$ cat config.mk
export PLATFORM = sky130hd
export DESIGN_NAME = averaged_hysteresis_thermostat_flat
export DESIGN_NICKNAME = d
export VERILOG_FILES = /design/src/hdl/aht_pkg.sv /design/src/hdl/aht_req_if.sv /design/src/hdl/aht_rsp_if.sv /design/src/hdl/aht_cfg_if.sv /design/src/hdl/averaged_hysteresis_thermostat.sv /design/src/hdl/aht_cell.sv /design/src/hdl/aht_avg.sv /design/src/hdl/aht_ctrl.sv /design/src/flat_wrapper.sv
export SDC_FILE = /design/constraint.sdc
export NUM_CORES = 1
export LEC_CHECK = 0
export BUFFER_PORTS_ARGS = -buffer_cell sky130_fd_sc_hd__buf_2
export CORE_MARGIN = 2
export CORE_UTILIZATION = 62
export DETAILED_ROUTE_END_ITERATION = 10
export PLACE_DENSITY_LB_ADDON = 0.15
export SLEW_MARGIN = 20
export SYNTH_ARGS = -nofsm -noshare
export SYNTH_HDL_FRONTEND = slang
export SYNTH_SLANG_ARGS = --single-unit
export TNS_END_PERCENT = 50
$ cat constraint.sdc
create_clock -name clk -period 5.7 [get_ports clk]
set_input_delay 0.285 -clock clk [delete_from_list [all_inputs] [get_ports clk]]
set_output_delay 0.285 -clock clk [all_outputs]
set_load 0.05 [all_outputs]
$ cat src/hdl/aht_pkg.sv
`timescale 1ns / 1ps

package aht_pkg;

  typedef logic [10:0] temp_t;
  typedef logic [6:0]  target_t;
  typedef logic [3:0]  delta_t;
  typedef logic [31:0] ms_t;
  typedef logic [15:0] lockout_t;

  localparam int TEMP_W = $bits(temp_t);

  typedef enum logic [1:0] {
    BTN_DELTA_DOWN  = 2'd0,
    BTN_DELTA_UP    = 2'd1,
    BTN_TARGET_DOWN = 2'd2,
    BTN_TARGET_UP   = 2'd3
  } button_t;

  typedef enum logic [1:0] {
    CFG_EDIT_ENABLE = 2'd0,
    CFG_START_TIME  = 2'd1,
    CFG_START_DELAY = 2'd2,
    CFG_LOCKOUT     = 2'd3
  } cfg_index_t;

  localparam logic REQ_SAMPLE = 1'b0;
  localparam logic REQ_PRESS  = 1'b1;

  localparam target_t TARGET_MIN   = 7'd15;
  localparam target_t TARGET_MAX   = 7'd100;
  localparam target_t TARGET_RESET = 7'd45;
  localparam delta_t  DELTA_MIN    = 4'd1;
  localparam delta_t  DELTA_MAX    = 4'd10;
  localparam delta_t  DELTA_RESET  = 4'd2;

  localparam ms_t      START_DELAY_RESET = 32'd10000;
  localparam lockout_t LOCKOUT_RESET     = 16'd200;

  typedef struct packed {
    logic    req_type;
    button_t button;
    ms_t     now_ms;
  } item_t;

  typedef struct packed {
    logic  valid;
    item_t item;
    temp_t average;
  } avg_stage_t;

  typedef struct packed {
    logic     edit_enable;
    ms_t      start_time_ms;
    ms_t      start_delay_ms;
    lockout_t lockout_ms;
  } cfg_regs_t;

  // The converter word is {hi, lo[7:3]}; a quarter of it keeps its top eleven bits.
  function automatic temp_t decode_sample(logic [7:0] hi, logic [7:0] lo, logic ok);
    temp_t t;
    t = ok ? {hi, lo[7:5]} : '0;
    return t;
  endfunction

endpackage

$ cat src/hdl/aht_req_if.sv
`timescale 1ns / 1ps

interface aht_req_if;
  import aht_pkg::*;

  logic             valid;
  logic             ready;
  logic             req_type;
  logic [7:0]       raw_high;
  logic [7:0]       raw_low;
  logic             read_ok;
  button_t          button;
  ms_t              now_ms;

  modport source (output valid, req_type, raw_high, raw_low, read_ok, button, now_ms,
                  input ready);
  modport sink (input valid, req_type, raw_high, raw_low, read_ok, button, now_ms,
                output ready);
endinterface

$ cat src/hdl/aht_rsp_if.sv
`timescale 1ns / 1ps

interface aht_rsp_if;
  import aht_pkg::*;

  logic    valid;
  logic    ready;
  temp_t   average_temp;
  logic    heater_on;
  target_t target_now;
  delta_t  delta_now;

  modport source (output valid, average_temp, heater_on, target_now, delta_now,
                  input ready);
  modport sink (input valid, average_temp, heater_on, target_now, delta_now,
                output ready);
endinterface

$ cat src/hdl/aht_cfg_if.sv
`timescale 1ns / 1ps

interface aht_cfg_if;
  import aht_pkg::*;

  logic       valid;
  logic       ready;
  cfg_index_t addr;
  ms_t        data;

  modport source (output valid, addr, data, input ready);
  modport sink (input valid, addr, data, output ready);
endinterface

$ cat src/hdl/averaged_hysteresis_thermostat.sv
`timescale 1ns / 1ps

// Bang-bang thermostat driven by a moving average of AVG_DEPTH samples. One item
// (sample or button press) is taken every cycle while results are being taken; each
// item gives one result after the s1, s2 and output registers. The samples travel along
// a chain of AVG_DEPTH cells with a running sum beside it, the sum is divided by
// AVG_DEPTH through a registered reciprocal multiply, and the final stage holds the
// heater, setpoint and lockout state. All cells clear at reset, so no start-up pass
// is needed. Configuration is always ready and must be written while the block is idle.
module averaged_hysteresis_thermostat #(
  parameter int AVG_DEPTH = 16
) (
  input logic       clk,
  input logic       rst,
  aht_req_if.sink   req,
  aht_rsp_if.source rsp,
  aht_cfg_if.sink   cfg
);
  import aht_pkg::*;

  cfg_regs_t  cfg_regs;
  avg_stage_t stage;
  item_t      item;
  temp_t      sample;
  logic       advance;
  logic       accept;

  assign cfg.ready = 1'b1;

  always_ff @(posedge clk) begin
    if (rst) begin
      cfg_regs.edit_enable    <= 1'b0;
      cfg_regs.start_time_ms  <= '0;
      cfg_regs.start_delay_ms <= START_DELAY_RESET;
      cfg_regs.lockout_ms     <= LOCKOUT_RESET;
    end else if (cfg.valid) begin
      unique case (cfg.addr)
        CFG_EDIT_ENABLE: cfg_regs.edit_enable    <= cfg.data[0];
        CFG_START_TIME:  cfg_regs.start_time_ms  <= cfg.data;
        CFG_START_DELAY: cfg_regs.start_delay_ms <= cfg.data;
        CFG_LOCKOUT:     cfg_regs.lockout_ms     <= cfg.data[15:0];
      endcase
    end
  end

  assign req.ready     = advance;
  assign accept        = req.valid && advance;
  assign item.req_type = req.req_type;
  assign item.button   = req.button;
  assign item.now_ms   = req.now_ms;
  assign sample        = decode_sample(req.raw_high, req.raw_low, req.read_ok);

  aht_avg #(.AVG_DEPTH(AVG_DEPTH)) u_avg (
    .clk     (clk),
    .rst     (rst),
    .advance (advance),
    .accept  (accept),
    .item    (item),
    .sample  (sample),
    .stage   (stage)
  );

  aht_ctrl u_ctrl (
    .clk      (clk),
    .rst      (rst),
    .cfg_regs (cfg_regs),
    .stage    (stage),
    .advance  (advance),
    .rsp      (rsp)
  );

endmodule

$ cat src/hdl/aht_cell.sv
`timescale 1ns / 1ps

module aht_cell (
  input  logic          clk,
  input  logic          rst,
  input  logic          shift,
  input  aht_pkg::temp_t d,
  output aht_pkg::temp_t q
);
  import aht_pkg::*;

  temp_t value;

  always_ff @(posedge clk) begin
    if (rst) begin
      value <= '0;
    end else if (shift) begin
      value <= d;
    end
  end

  assign q = value;

endmodule

$ cat src/hdl/aht_avg.sv
`timescale 1ns / 1ps

module aht_avg #(
  parameter int AVG_DEPTH = 16
) (
  input  logic                   clk,
  input  logic                   rst,
  input  logic                   advance,
  input  logic                   accept,
  input  aht_pkg::item_t         item,
  input  aht_pkg::temp_t         sample,
  output aht_pkg::avg_stage_t    stage
);
  import aht_pkg::*;

  localparam int DEPTH_LOG = $clog2(AVG_DEPTH);
  localparam int SUM_W     = TEMP_W + DEPTH_LOG;
  localparam int SHIFT     = SUM_W + DEPTH_LOG;
  localparam int RECIP_W   = SUM_W + 2;
  localparam int PROD_W    = SUM_W + RECIP_W;
  // Rounded-up reciprocal: exact floor division for every sum below 2**SUM_W.
  localparam longint unsigned RECIP_FULL =
    ((64'd1 << SHIFT) + AVG_DEPTH - 1) / AVG_DEPTH;
  localparam logic [RECIP_W-1:0] RECIP = RECIP_FULL[RECIP_W-1:0];

  temp_t taps [AVG_DEPTH];
  logic  shift;

  assign shift = accept && (item.req_type == REQ_SAMPLE);

  genvar g;
  generate
    for (g = 0; g < AVG_DEPTH; g++) begin : g_cell
      if (g == 0) begin : g_head
        aht_cell u_cell (.clk(clk), .rst(rst), .shift(shift), .d(sample), .q(taps[g]));
      end else begin : g_body
        aht_cell u_cell (.clk(clk), .rst(rst), .shift(shift), .d(taps[g-1]), .q(taps[g]));
      end
    end
  endgenerate

  logic [SUM_W-1:0]  running_sum;
  logic [SUM_W-1:0]  running_sum_next;
  logic              s1_valid;
  item_t             s1_item;
  logic              s2_valid;
  item_t             s2_item;
  logic [PROD_W-1:0] product;

  // The last cell holds the sample that leaves the window.
  assign running_sum_next = running_sum - SUM_W'(taps[AVG_DEPTH-1]) + SUM_W'(sample);

  always_ff @(posedge clk) begin
    if (rst) begin
      running_sum <= '0;
      s1_valid    <= 1'b0;
      s2_valid    <= 1'b0;
    end else if (advance) begin
      s1_valid <= accept;
      s2_valid <= s1_valid;
      if (shift) begin
        running_sum <= running_sum_next;
      end
    end
  end

  always_ff @(posedge clk) begin
    if (advance) begin
      s1_item <= item;
      s2_item <= s1_item;
      product <= PROD_W'(running_sum) * PROD_W'(RECIP);
    end
  end

  assign stage.valid   = s2_valid;
  assign stage.item    = s2_item;
  assign stage.average = product[SHIFT +: TEMP_W];

endmodule

$ cat src/hdl/aht_ctrl.sv
`timescale 1ns / 1ps

module aht_ctrl (
  input  logic                clk,
  input  logic                rst,
  input  aht_pkg::cfg_regs_t  cfg_regs,
  input  aht_pkg::avg_stage_t stage,
  output logic                advance,
  aht_rsp_if.source           rsp
);
  import aht_pkg::*;

  temp_t   last_average;
  logic    heater;
  target_t target_temp;
  delta_t  delta;
  ms_t     last_press_ms;

  temp_t   last_average_next;
  logic    heater_next;
  target_t target_temp_next;
  delta_t  delta_next;
  ms_t     last_press_ms_next;

  logic    out_valid;
  logic    proc;
  logic    proc_sample;
  logic    press_ok;
  ms_t     since_start;
  ms_t     since_press;
  logic [7:0]  upper_band;
  logic [11:0] lower_sum;

  assign advance     = !out_valid || rsp.ready;
  assign proc        = advance && stage.valid;
  assign proc_sample = proc && (stage.item.req_type == REQ_SAMPLE);

  assign since_start = stage.item.now_ms - cfg_regs.start_time_ms;
  assign since_press = stage.item.now_ms - last_press_ms;
  assign upper_band  = 8'(target_temp) + 8'(delta);
  assign lower_sum   = 12'(stage.average) + 12'(delta);
  assign press_ok    = cfg_regs.edit_enable && (since_press >= 32'(cfg_regs.lockout_ms));

  always_comb begin
    last_average_next  = last_average;
    heater_next        = heater;
    target_temp_next   = target_temp;
    delta_next         = delta;
    last_press_ms_next = last_press_ms;
    if (proc) begin
      if (stage.item.req_type == REQ_SAMPLE) begin
        last_average_next = stage.average;
        if (stage.average >= 11'(upper_band)) begin
          heater_next = 1'b0;
        end else if ((lower_sum < 12'(target_temp))
                     && (since_start > cfg_regs.start_delay_ms)) begin
          heater_next = 1'b1;
        end
      end else if (press_ok) begin
        unique case (stage.item.button)
          BTN_DELTA_DOWN:  if (delta > DELTA_MIN) delta_next = delta - 4'd1;
          BTN_DELTA_UP:    if (delta < DELTA_MAX) delta_next = delta + 4'd1;
          BTN_TARGET_DOWN: if (target_temp > TARGET_MIN) target_temp_next = target_temp - 7'd1;
          BTN_TARGET_UP:   if (target_temp < TARGET_MAX) target_temp_next = target_temp + 7'd1;
        endcase
        last_press_ms_next = stage.item.now_ms;
      end
    end
  end

  always_ff @(posedge clk) begin
    if (rst) begin
      last_average  <= '0;
      heater        <= 1'b0;
      target_temp   <= TARGET_RESET;
      delta         <= DELTA_RESET;
      last_press_ms <= '0;
      out_valid     <= 1'b0;
    end else begin
      last_average  <= last_average_next;
      heater        <= heater_next;
      target_temp   <= target_temp_next;
      delta         <= delta_next;
      last_press_ms <= last_press_ms_next;
      if (advance) begin
        out_valid <= stage.valid;
      end
    end
  end

  always_ff @(posedge clk) begin
    if (proc) begin
      rsp.average_temp <= last_average_next;
      rsp.heater_on    <= heater_next;
      rsp.target_now   <= target_temp_next;
      rsp.delta_now    <= delta_next;
    end
  end

  assign rsp.valid = out_valid;

  a_target_range: assert property (@(posedge clk) disable iff (rst)
    (target_temp >= TARGET_MIN) && (target_temp <= TARGET_MAX))
    else $error("target left its range");

  a_delta_range: assert property (@(posedge clk) disable iff (rst)
    (delta >= DELTA_MIN) && (delta <= DELTA_MAX))
    else $error("delta left its range");

  a_heater_on_sample: assert property (@(posedge clk) disable iff (rst)
    (!$past(rst) && (heater != $past(heater))) |-> $past(proc_sample))
    else $error("heater changed without a sample");

  a_setpoint_on_press: assert property (@(posedge clk) disable iff (rst)
    (!$past(rst) && ((target_temp != $past(target_temp)) || (delta != $past(delta))))
      |-> $past(proc && press_ok && (stage.item.req_type == REQ_PRESS)))
    else $error("setpoint changed without an accepted press");

endmodule

$ cat src/flat_wrapper.sv
// flat-port wrapper written by rule: the top's interface ports become plain ports
module averaged_hysteresis_thermostat_flat import aht_pkg::*;
#(
  parameter int AVG_DEPTH = 16
)
  (clk, rst, req_valid, req_req_type, req_raw_high, req_raw_low, req_read_ok, req_button, req_now_ms, req_ready, rsp_valid, rsp_average_temp, rsp_heater_on, rsp_target_now, rsp_delta_now, rsp_ready, cfg_valid, cfg_addr, cfg_data, cfg_ready);
  aht_req_if req_i ();
  aht_rsp_if rsp_i ();
  aht_cfg_if cfg_i ();
  input logic clk;
  input logic rst;
  input wire logic [$bits(req_i.valid)-1:0] req_valid;
  input wire logic [$bits(req_i.req_type)-1:0] req_req_type;
  input wire logic [$bits(req_i.raw_high)-1:0] req_raw_high;
  input wire logic [$bits(req_i.raw_low)-1:0] req_raw_low;
  input wire logic [$bits(req_i.read_ok)-1:0] req_read_ok;
  input wire logic [$bits(req_i.button)-1:0] req_button;
  input wire logic [$bits(req_i.now_ms)-1:0] req_now_ms;
  output wire logic [$bits(req_i.ready)-1:0] req_ready;
  output wire logic [$bits(rsp_i.valid)-1:0] rsp_valid;
  output wire logic [$bits(rsp_i.average_temp)-1:0] rsp_average_temp;
  output wire logic [$bits(rsp_i.heater_on)-1:0] rsp_heater_on;
  output wire logic [$bits(rsp_i.target_now)-1:0] rsp_target_now;
  output wire logic [$bits(rsp_i.delta_now)-1:0] rsp_delta_now;
  input wire logic [$bits(rsp_i.ready)-1:0] rsp_ready;
  input wire logic [$bits(cfg_i.valid)-1:0] cfg_valid;
  input wire logic [$bits(cfg_i.addr)-1:0] cfg_addr;
  input wire logic [$bits(cfg_i.data)-1:0] cfg_data;
  output wire logic [$bits(cfg_i.ready)-1:0] cfg_ready;
  assign req_i.valid = req_valid;
  assign req_i.req_type = req_req_type;
  assign req_i.raw_high = req_raw_high;
  assign req_i.raw_low = req_raw_low;
  assign req_i.read_ok = req_read_ok;
  assign req_i.button = req_button;
  assign req_i.now_ms = req_now_ms;
  assign req_ready = req_i.ready;
  assign rsp_valid = rsp_i.valid;
  assign rsp_average_temp = rsp_i.average_temp;
  assign rsp_heater_on = rsp_i.heater_on;
  assign rsp_target_now = rsp_i.target_now;
  assign rsp_delta_now = rsp_i.delta_now;
  assign rsp_i.ready = rsp_ready;
  assign cfg_i.valid = cfg_valid;
  assign cfg_i.addr = cfg_addr;
  assign cfg_i.data = cfg_data;
  assign cfg_ready = cfg_i.ready;
  averaged_hysteresis_thermostat #(.AVG_DEPTH(AVG_DEPTH)) u_core (.clk(clk), .rst(rst), .req(req_i), .rsp(rsp_i), .cfg(cfg_i));
endmodule
==> results of run 1 <==
-- synth_stat cells, drive strengths merged (8+ instances only) --
cell,count
inv,186
and2,17
mux2,14
a211oi,9
o21ai,91
nor2,79
o21bai,11
and3,8
xor2,19
nor3,35
o31ai,12
o21a,26
buf,14
ha,152
a21o,40
nand4,24
nor4,9
mux2i,9
edfxtp,104
nand2b,15
clkbuf,123
nand2,584
nor2b,16
xnor2,52
o211ai,16
fa,15
or2,9
nand3,71
dfxtp,330
a21oi,380
a31oi,14
-- cell usage in the layout, fill, tap and decap left out, types with 77 or more instances in the layout --
cell type        n
a21oi_1        380
inv_1          186
dfxtp_1        330
ha_1           152
o21ai_0         79
edfxtp_1       104
buf_2          109
dlygate4sd3_1   79
nand2_1        584
nor2_1          77
-- cells by family (layout without fill, tap and decap cells) --
kind of cell             Yosys count  after routing  synth area share, %
adder cells (fa/ha/maj)          167            167                10.14
AND/OR/NAND/NOR                  898            898                17.97
other                              1              2              0.01727
XOR/XNOR                          71             71                2.863
AO/OA/AOI/OAI                    652            652                17.32
buffers and inverters            323            476                5.744
flip-flops                       434            434                44.80
multiplexers                      23             23                1.141
-- worst paths after layout --
kind                       startpoint                                        end  slack, ns  cells after the start
max reg2reg    u_core.u_avg.stage[18]             u_core.u_ctrl.rsp.delta_now[1]       0.39                     16
min reg2reg  u_core.u_avg.s1_item[14]                     u_core.u_avg.stage[25]       0.42                      0
max            u_core.u_avg.stage[18]             u_core.u_ctrl.rsp.delta_now[1]       0.39                     16
min                       req_read_ok  u_core.u_avg.g_cell[0].g_head.u_cell.q[1]       0.13                      3
-- flip-flops by register name, summed over array words and instances (netlist names) --
name / flops
u_core.u_avg.s2_valid: 1
u_core.u_avg.running_sum: 15
u_core.u_avg.g_cell.g_body.u_cell.q: 165
u_core.u_avg.product: 11
u_core.u_ctrl.last_press_ms: 32
u_core.u_avg.s1_item: 35
u_core.u_ctrl.heater: 1
u_core.u_ctrl.rsp.delta_now: 4
u_core.u_avg.stage: 35
u_core.u_ctrl.rsp.target_now: 7
u_core.u_ctrl.target_temp: 7
u_core.u_ctrl.last_average: 11
u_core.u_ctrl.rsp.average_temp: 11
u_core.u_avg.s1_valid: 1
u_core.u_ctrl.rsp.valid: 1
u_core.cfg_regs: 81
u_core.u_ctrl.delta: 4
u_core.u_ctrl.rsp.heater_on: 1
u_core.u_avg.g_cell.g_head.u_cell.q: 11
-- metal layers --
metal / global-route usage [%] / vias up / part of all wire (%)
met2: 48.19 / 489 / 48
met4: 10.27 / 0 / 2.9
met1: 36.52 / 8597 / 44
met3: 4.167 / 122 / 5.6
li1: - / 8999 / -
met5: 0 / - / 0
-- tightest hold or removal path, delay by kind of cell --
family                 cells  cell delay (ns)
AO/OA/AOI/OAI              1             0.05
buffers and inverters      1             0.23
AND/OR/NAND/NOR            1             0.11
-- power by group through the flow --
stage	clock (mW)	sequential [mW]	combinational, mW
floorplan	0	3.38	0.837
global placement	0	3.41	1.07
detailed placement	0	3.42	1.11
CTS	3.04	3.35	1.16
global route	3.17	3.36	1.31
finish	2.99	3.36	1.17
-- timing repair --
| item | CTS | global route |
|---|---|---|
| hold buffers | 79 | 0 |
| setup endpoints to repair | 0 | 7 |
| gates resized for setup | 0 | 4 |
| endpoints found under the hold margin | 117 | 0 |
-- cell type report --
type | count | area [µm²] | share of cell area, %
clock inverters | 17 | 227.7 | 0.9181
diodes | 1 | 2.502 | 0.01009
repair buffers | 205 | 1509 | 6.084
flip-flops and latches | 434 | 9729 | 39.23
inverters | 186 | 698.2 | 2.815
multi-input cells | 1812 | 10760 | 43.39
well taps | 455 | 569.3 | 2.295
clock buffers | 68 | 1304 | 5.257
==> results by group, run 1 <==
Synthesis
  • Yosys warning count: 0
  • Post-synth EDFFs: 104
  • Seq/Total Area, Yosys: 44.80%
  • Top cells by area, synth: dfxtp_1 30%, edfxtp_1 14%, nand2_1 10%
  • Ys async rst share: 0%
  • Yosys top cell area share: 30.42%
  • Syn Area/Cell: 8.454 µm²
  • Post-Syn Area: 21720 µm²
  • Synth Flop Type: dfxtp_1
  • Number of library cell types mapped by synthesis: 69
  • Post-Syn Instances: 2569
  • Syn_nets: 2827
  • Flops & latches, synth: 434
  • Largest area contributor in the netlist: dfxtp_1

Clocking
  • Clock Path Buffers: 3
  • Sink Count: 434
  • Post-CTS setup repair buffer count: 0
  • H-tree depth: 2
  • CTS tree: done
  • Root Buffer: clkbuf_16
  • Clk_lat worst skew: 0.60 ns
  • Clk pin slew, worst setup/hold paths: 0.06 ns
  • CTS Buf Count: 46

Pwr
  • Sequential share of power: 44.6%
  • Gate power share: 15.6%
  • Worst VDD drop: 0.2515 mV
  • Clock network power share: 39.8%
  • Leak: 9.313 nW
  • Switch share: 26.99%
  • Internal: 5.493 mW
  • NetSw: 2.031 mW
  • Power per standard cell area: 303.3 nW/µm²
  • Power, Total: 7.523 mW

Final layout
  • Fill count: 2707
  • Cell Count, Final, Fillers Out: 3178
  • Post-route core utilization: 71.80%
  • Final instance area: 24800 µm²
  • Share of layout cells above drive strength 1: 8.376%
  • Area grow syn2layout: 14.20%
  • Post-layout net count: 2943

Timing
  • Hold WS: 0.1300 ns
  • Final-report setup violation count: 0
  • Fmax: 188.2 MHz
  • Fin. max-slew vios: 0
  • Final hold violations: 0
  • Layout Skew: 0.02337 ns
  • Rel. slew slack: 28.93%
  • Period utilisation layout: 93.23%
  • RSZ-0062 raised after global routing: false
  • Worst setup margin: 0.3857 ns
  • Tmin final: 5.314 ns
  • Setup_tns: 0 ns
  • Worst Tran Pin Value: 1.065 ns

Place
  • Detailed placement HPWL: 34.17 mm
  • Worst slack, placed: 0.1881 ns
  • # port buffers: 110
  • Placed Cells: 3013
  • GP Congestion: 0.9262
  • DP Area: 22470 µm²

Critical path
  • CP max-delay cell: a2111oi_0
  • Critical path class: reg -> reg
  • Crit. End Element: flip-flop
  • WP data required: 6.03 ns
  • CP Cell Sequence: ha_1, nand4_1, a211oi_1, nor4_4, o31ai_1, xnor2_1, ha_1, a2111oi_0, o221ai_1, nor3_1, nand4_1, or4_1, nor4_2, and4_2, nor3_2, mux2_1
  • Crit path largest cell delay: 0.56 ns
  • Worst Path Max Fanout: 8
  • Buffer and inverter count on the worst path: 0
  • Setup crit start kind: flip-flop
  • CP delay by family, top: simple AND/OR/NAND/NOR gates
  • Arr. time, crit path: 5.64 ns

Global routing
  • GR Overflow Total: 0
  • Number of global-route vias before repair: 17.11k
  • GRT Util Overall: 28.27%
  • First-pass GRT wire length: 83.74 mm
  • Maximum number of pins on one net before global-route repair: 193
  • Antenna violations before repair: 1

Routing
  • Overall routed net length: 52.18 mm
  • Wire length per cell: 16.42 µm
  • Pre-Repair DR Iteration Count: 5
  • Total number of vias: 18.21k
  • Iter 0 DRT Violations: 1086
  • Via density: 5.729
  • DRC Markers: 0
  • Post-detailed-route count of antenna-violating nets: 0

Floorplanning
  • Width of the die: 191.2 µm
  • Core Region: 34540 µm²
  • Total die area: 36540 µm²
  • IO Count: 117
  • Die Y: 191.2 µm
  • Cell Rows: 68
  • Initial Utilization: 62.87%

Run status
  • Status: completed

Flow run
  • MaxCap Viol Count: 0

Worst hold path
  • HP Class: in -> reg
Note: power is estimated with default switching activity, not from simulation.
==> run 2: changes to the inputs <==
==> constraint.sdc (replaced) <==
create_clock -name clk -period 5.7 [get_ports clk]
set_input_delay 1.425 -clock clk [delete_from_list [all_inputs] [get_ports clk]]
set_output_delay 1.425 -clock clk [all_outputs]
set_load 0.05 [all_outputs]
==> results by group, run 2 (synthesis results as in run 1) <==
Floorplanning
  • Initial Utilization: 62.87% (unchanged)
  • Die Y: 191.2 µm (unchanged)
  • IO Count: 117 (unchanged)
  • Width of the die: 191.2 µm (unchanged)
  • Total die area: 36540 µm² (unchanged)
  • Cell Rows: 68 (unchanged)
  • Core Region: 34540 µm² (unchanged)

Final layout
  • Post-route core utilization: 69.55% (was 71.80%)
  • Share of layout cells above drive strength 1: 8.844% (was 8.376%)
  • Cell Count, Final, Fillers Out: 3103 (was 3178)
  • Area grow syn2layout: 10.62% (was 14.20%)
  • Commonest cells after routing, fill and taps aside: 584 x nand2_1, 379 x a21oi_1, 330 x dfxtp_1, 186 x inv_1, 152 x ha_1 (was 584 x nand2_1, 380 x a21oi_1, 330 x dfxtp_1, 186 x inv_1, 152 x ha_1)
  • Max FFs per register: 165 (unchanged)
  • Post-layout net count: 2869 (was 2943)
  • Leading cell type in the layout, fill and taps excluded: nand2_1 (unchanged)

Clocking
  • Clk pin slew, worst setup/hold paths: 0.06 ns (about the same)
  • Clk_lat worst skew: 0.59 ns (was 0.60 ns)
  • H-tree depth: 2 (unchanged)
  • CTS tree: done (unchanged)
  • CTS Buf Count: 44 (was 46)
  • Clock Path Buffers: 3 (unchanged)
  • Post-CTS setup repair buffer count: 0 (unchanged)
  • Root Buffer: clkbuf_16 (unchanged)
  • Sink Count: 434 (unchanged)

Timing
  • Setup_tns: 0 ns (unchanged)
  • Period utilisation layout: 93.78% (was 93.23%)
  • Rel. slew slack: 33.95% (was 28.93%)
  • Worst Tran Pin Value: 0.9908 ns (was 1.065 ns)
  • Fmax: 187.1 MHz (was 188.2 MHz)
  • RSZ-0062 raised after global routing: false (unchanged)
  • Layout Skew: 0.04346 ns (was 0.02337 ns)
  • Fin. max-slew vios: 0 (unchanged)
  • Final-report setup violation count: 0 (unchanged)
  • Hold WS: 0.4187 ns (was 0.1300 ns)
  • Tmin final: 5.346 ns (was 5.314 ns)
  • Final hold violations: 0 (unchanged)

Routing
  • Total number of vias: 17.67k (was 18.21k)
  • DRC Markers: 0 (unchanged)
  • Pre-Repair DR Iteration Count: 5 (unchanged)
  • Iter 0 DRT Violations: 1262 (was 1086)
  • Overall routed net length: 51.05 mm (was 52.18 mm)
  • Wire length per cell: 16.45 µm (was 16.42 µm)
  • Via density: 5.695 (was 5.729)
  • Post-detailed-route count of antenna-violating nets: 0 (unchanged)

Critical path
  • Worst r2r path cells: 20 (was 16)
  • Arr. time, crit path: 5.68 ns (was 5.64 ns)
  • Setup crit start kind: flip-flop (unchanged)
  • Worst Path Max Fanout: 32 (was 8)
  • Crit. End Element: flip-flop (unchanged)
  • Worst r2r src: u_core.u_avg.stage[13] (was u_core.u_avg.stage[18])
  • WP data required: 6.03 ns (about the same)
  • Critical path class: reg -> reg (unchanged)
  • Reg-to-Reg End: u_core.u_ctrl.rsp.delta_now[1] (unchanged)
  • Reg2reg setup slack: 0.35 ns (was 0.39 ns)

Pwr
  • Leak: 8.982 nW (was 9.313 nW)
  • Worst VDD drop: 0.3557 mV (was 0.2515 mV)
  • Switch share: 26.85% (was 26.99%)
  • Power, Total: 7.425 mW (was 7.523 mW)
  • Clock network power share: 39.5% (was 39.8%)
  • Power per standard cell area: 309.0 nW/µm² (was 303.3 nW/µm²)
  • Internal: 5.431 mW (was 5.493 mW)
  • Sequential share of power: 45.2% (was 44.6%)
  • NetSw: 1.993 mW (was 2.031 mW)
  • Gate power share: 15.3% (was 15.6%)

Worst hold path
  • Min-Delay Endpoint: u_core.u_avg.stage[25] (was u_core.u_avg.g_cell[0].g_head.u_cell.q[1])
  • Hold path start: u_core.u_avg.s1_item[14] (was req_read_ok)
  • Hold depth: 0 (was 3)
  • HP Class: reg -> reg (was in -> reg)

Global routing
  • Antenna violations before repair: 2 (was 1)
  • Maximum number of pins on one net before global-route repair: 115 (was 193)
  • Number of global-route vias before repair: 16.64k (was 17.11k)
  • GR Overflow Total: 0 (unchanged)
  • First-pass GRT wire length: 82.10 mm (was 83.74 mm)
  • GRT Util Overall: 27.82% (was 28.27%)

Run status
  • Status: completed (unchanged)

Flow run
  • MaxCap Viol Count: 0 (unchanged)

Place
  • # port buffers: 110 (unchanged)
  • Placed Cells: 3020 (was 3013)
  • GP Congestion: 0.9261 (was 0.9262)
  • Detailed placement HPWL: 35.38 mm (was 34.17 mm)
==> run 2: changes by cell type in the layout (fill, tap and decap cells not counted), moves of 2 or more <==
cell | previous run | this run
dlygate4sd3_1 | 79 | 0
buf_4 | 13 | 20
clkinv_1 | 3 | 0
a2111oi_0 | 4 | 2
a2111oi_1 | 0 | 2
clkbuf_1 | 15 | 17
clkbuf_16 | 46 | 44
clkinv_2 | 5 | 3
clkinvlp_4 | 1 | 3
nor3_1 | 34 | 32
nor3_2 | 1 | 3
==> run 2: stage by stage <==
stage / instance area, µm² / worst slack (ns)
floorplan: 21720 / 0.6069
global route: 24020 / 0.02168
global placement: 22530 / 0.2199
finish: 24030 / 0.3543
CTS: 24000 / 0.1246
detailed placement: 22530 / 0.1501
==> run 2: critical path, cell delays in order, from the launching register on <==
cell	delay, ns
edfxtp_1	0.44
ha_1	0.38
o21ai_0	0.23
a21oi_1	0.09
o21ai_0	0.19
nand2b_1	0.14
a21o_1	0.20
a21o_1	0.20
xor2_1	0.15
ha_1	0.29
a211oi_1	0.25
o21ai_0	0.16
a41o_1	0.24
a21oi_1	0.21
nand4_1	0.13
or4_1	0.43
nor4_2	0.37
and4_1	0.29
buf_12	0.21
nor3_2	0.09
mux2_1	0.35
==> run 2: what timing repair did <==
item | CTS | global route
gates resized for setup | 0 | 7
endpoints found under the setup margin | 0 | 3
hold buffers | 0 | 0
==> run 2: cell type report <==
| class | instances | area, µm² |
|---|---|---|
| multi-input combinational | 1812 | 10780 |
| fill | 2816 | 10520 |
| sequential | 434 | 9729 |
| clock buffer | 67 | 1247 |
| timing repair buffer | 133 | 770.7 |
| inverter | 186 | 698.2 |
| tap | 455 | 569.3 |
| clock inverter | 14 | 225.2 |
| antenna | 2 | 5.005 |
==> run 2: power groups by stage <==
stage                     combinational, mW  sequential (mW)  clock, mW
after floorplan                       0.837             3.38          0
after global placement                 1.08             3.42          0
after detailed placement               1.11             3.42          0
after CTS                              1.12             3.35       2.99
after global routing                   1.27             3.36       3.11
final                                  1.13             3.36       2.93
==> run 2: layer usage <==
layer / vias up / part of all wire [%] / wire (µm) / track usage [%]
li1: 8839 / - / - / -
met1: 8321 / 44 / 22720 / 37.25
met2: 430 / 48 / 24720 / 47.02
met3: 83 / 5.1 / 2579 / 3.690
met4: 0 / 2.0 / 1027 / 8.373
met5: - / 0 / 0 / 0
==> run 2: worst max path at each step <==
| stage | start | to |
|---|---|---|
| floorplan | u_core.u_avg.stage[11] | u_core.u_ctrl.rsp.heater_on |
| global placement | u_core.u_avg.stage[11] | u_core.u_ctrl.rsp.heater_on |
| detailed placement | u_core.u_avg.stage[11] | u_core.u_ctrl.rsp.heater_on |
| CTS | u_core.u_avg.stage[11] | u_core.u_ctrl.rsp.heater_on |
| global route | u_core.u_avg.stage[11] | u_core.u_ctrl.rsp.heater_on |
| finish | u_core.u_avg.stage[13] | u_core.u_ctrl.rsp.delta_now[1] |
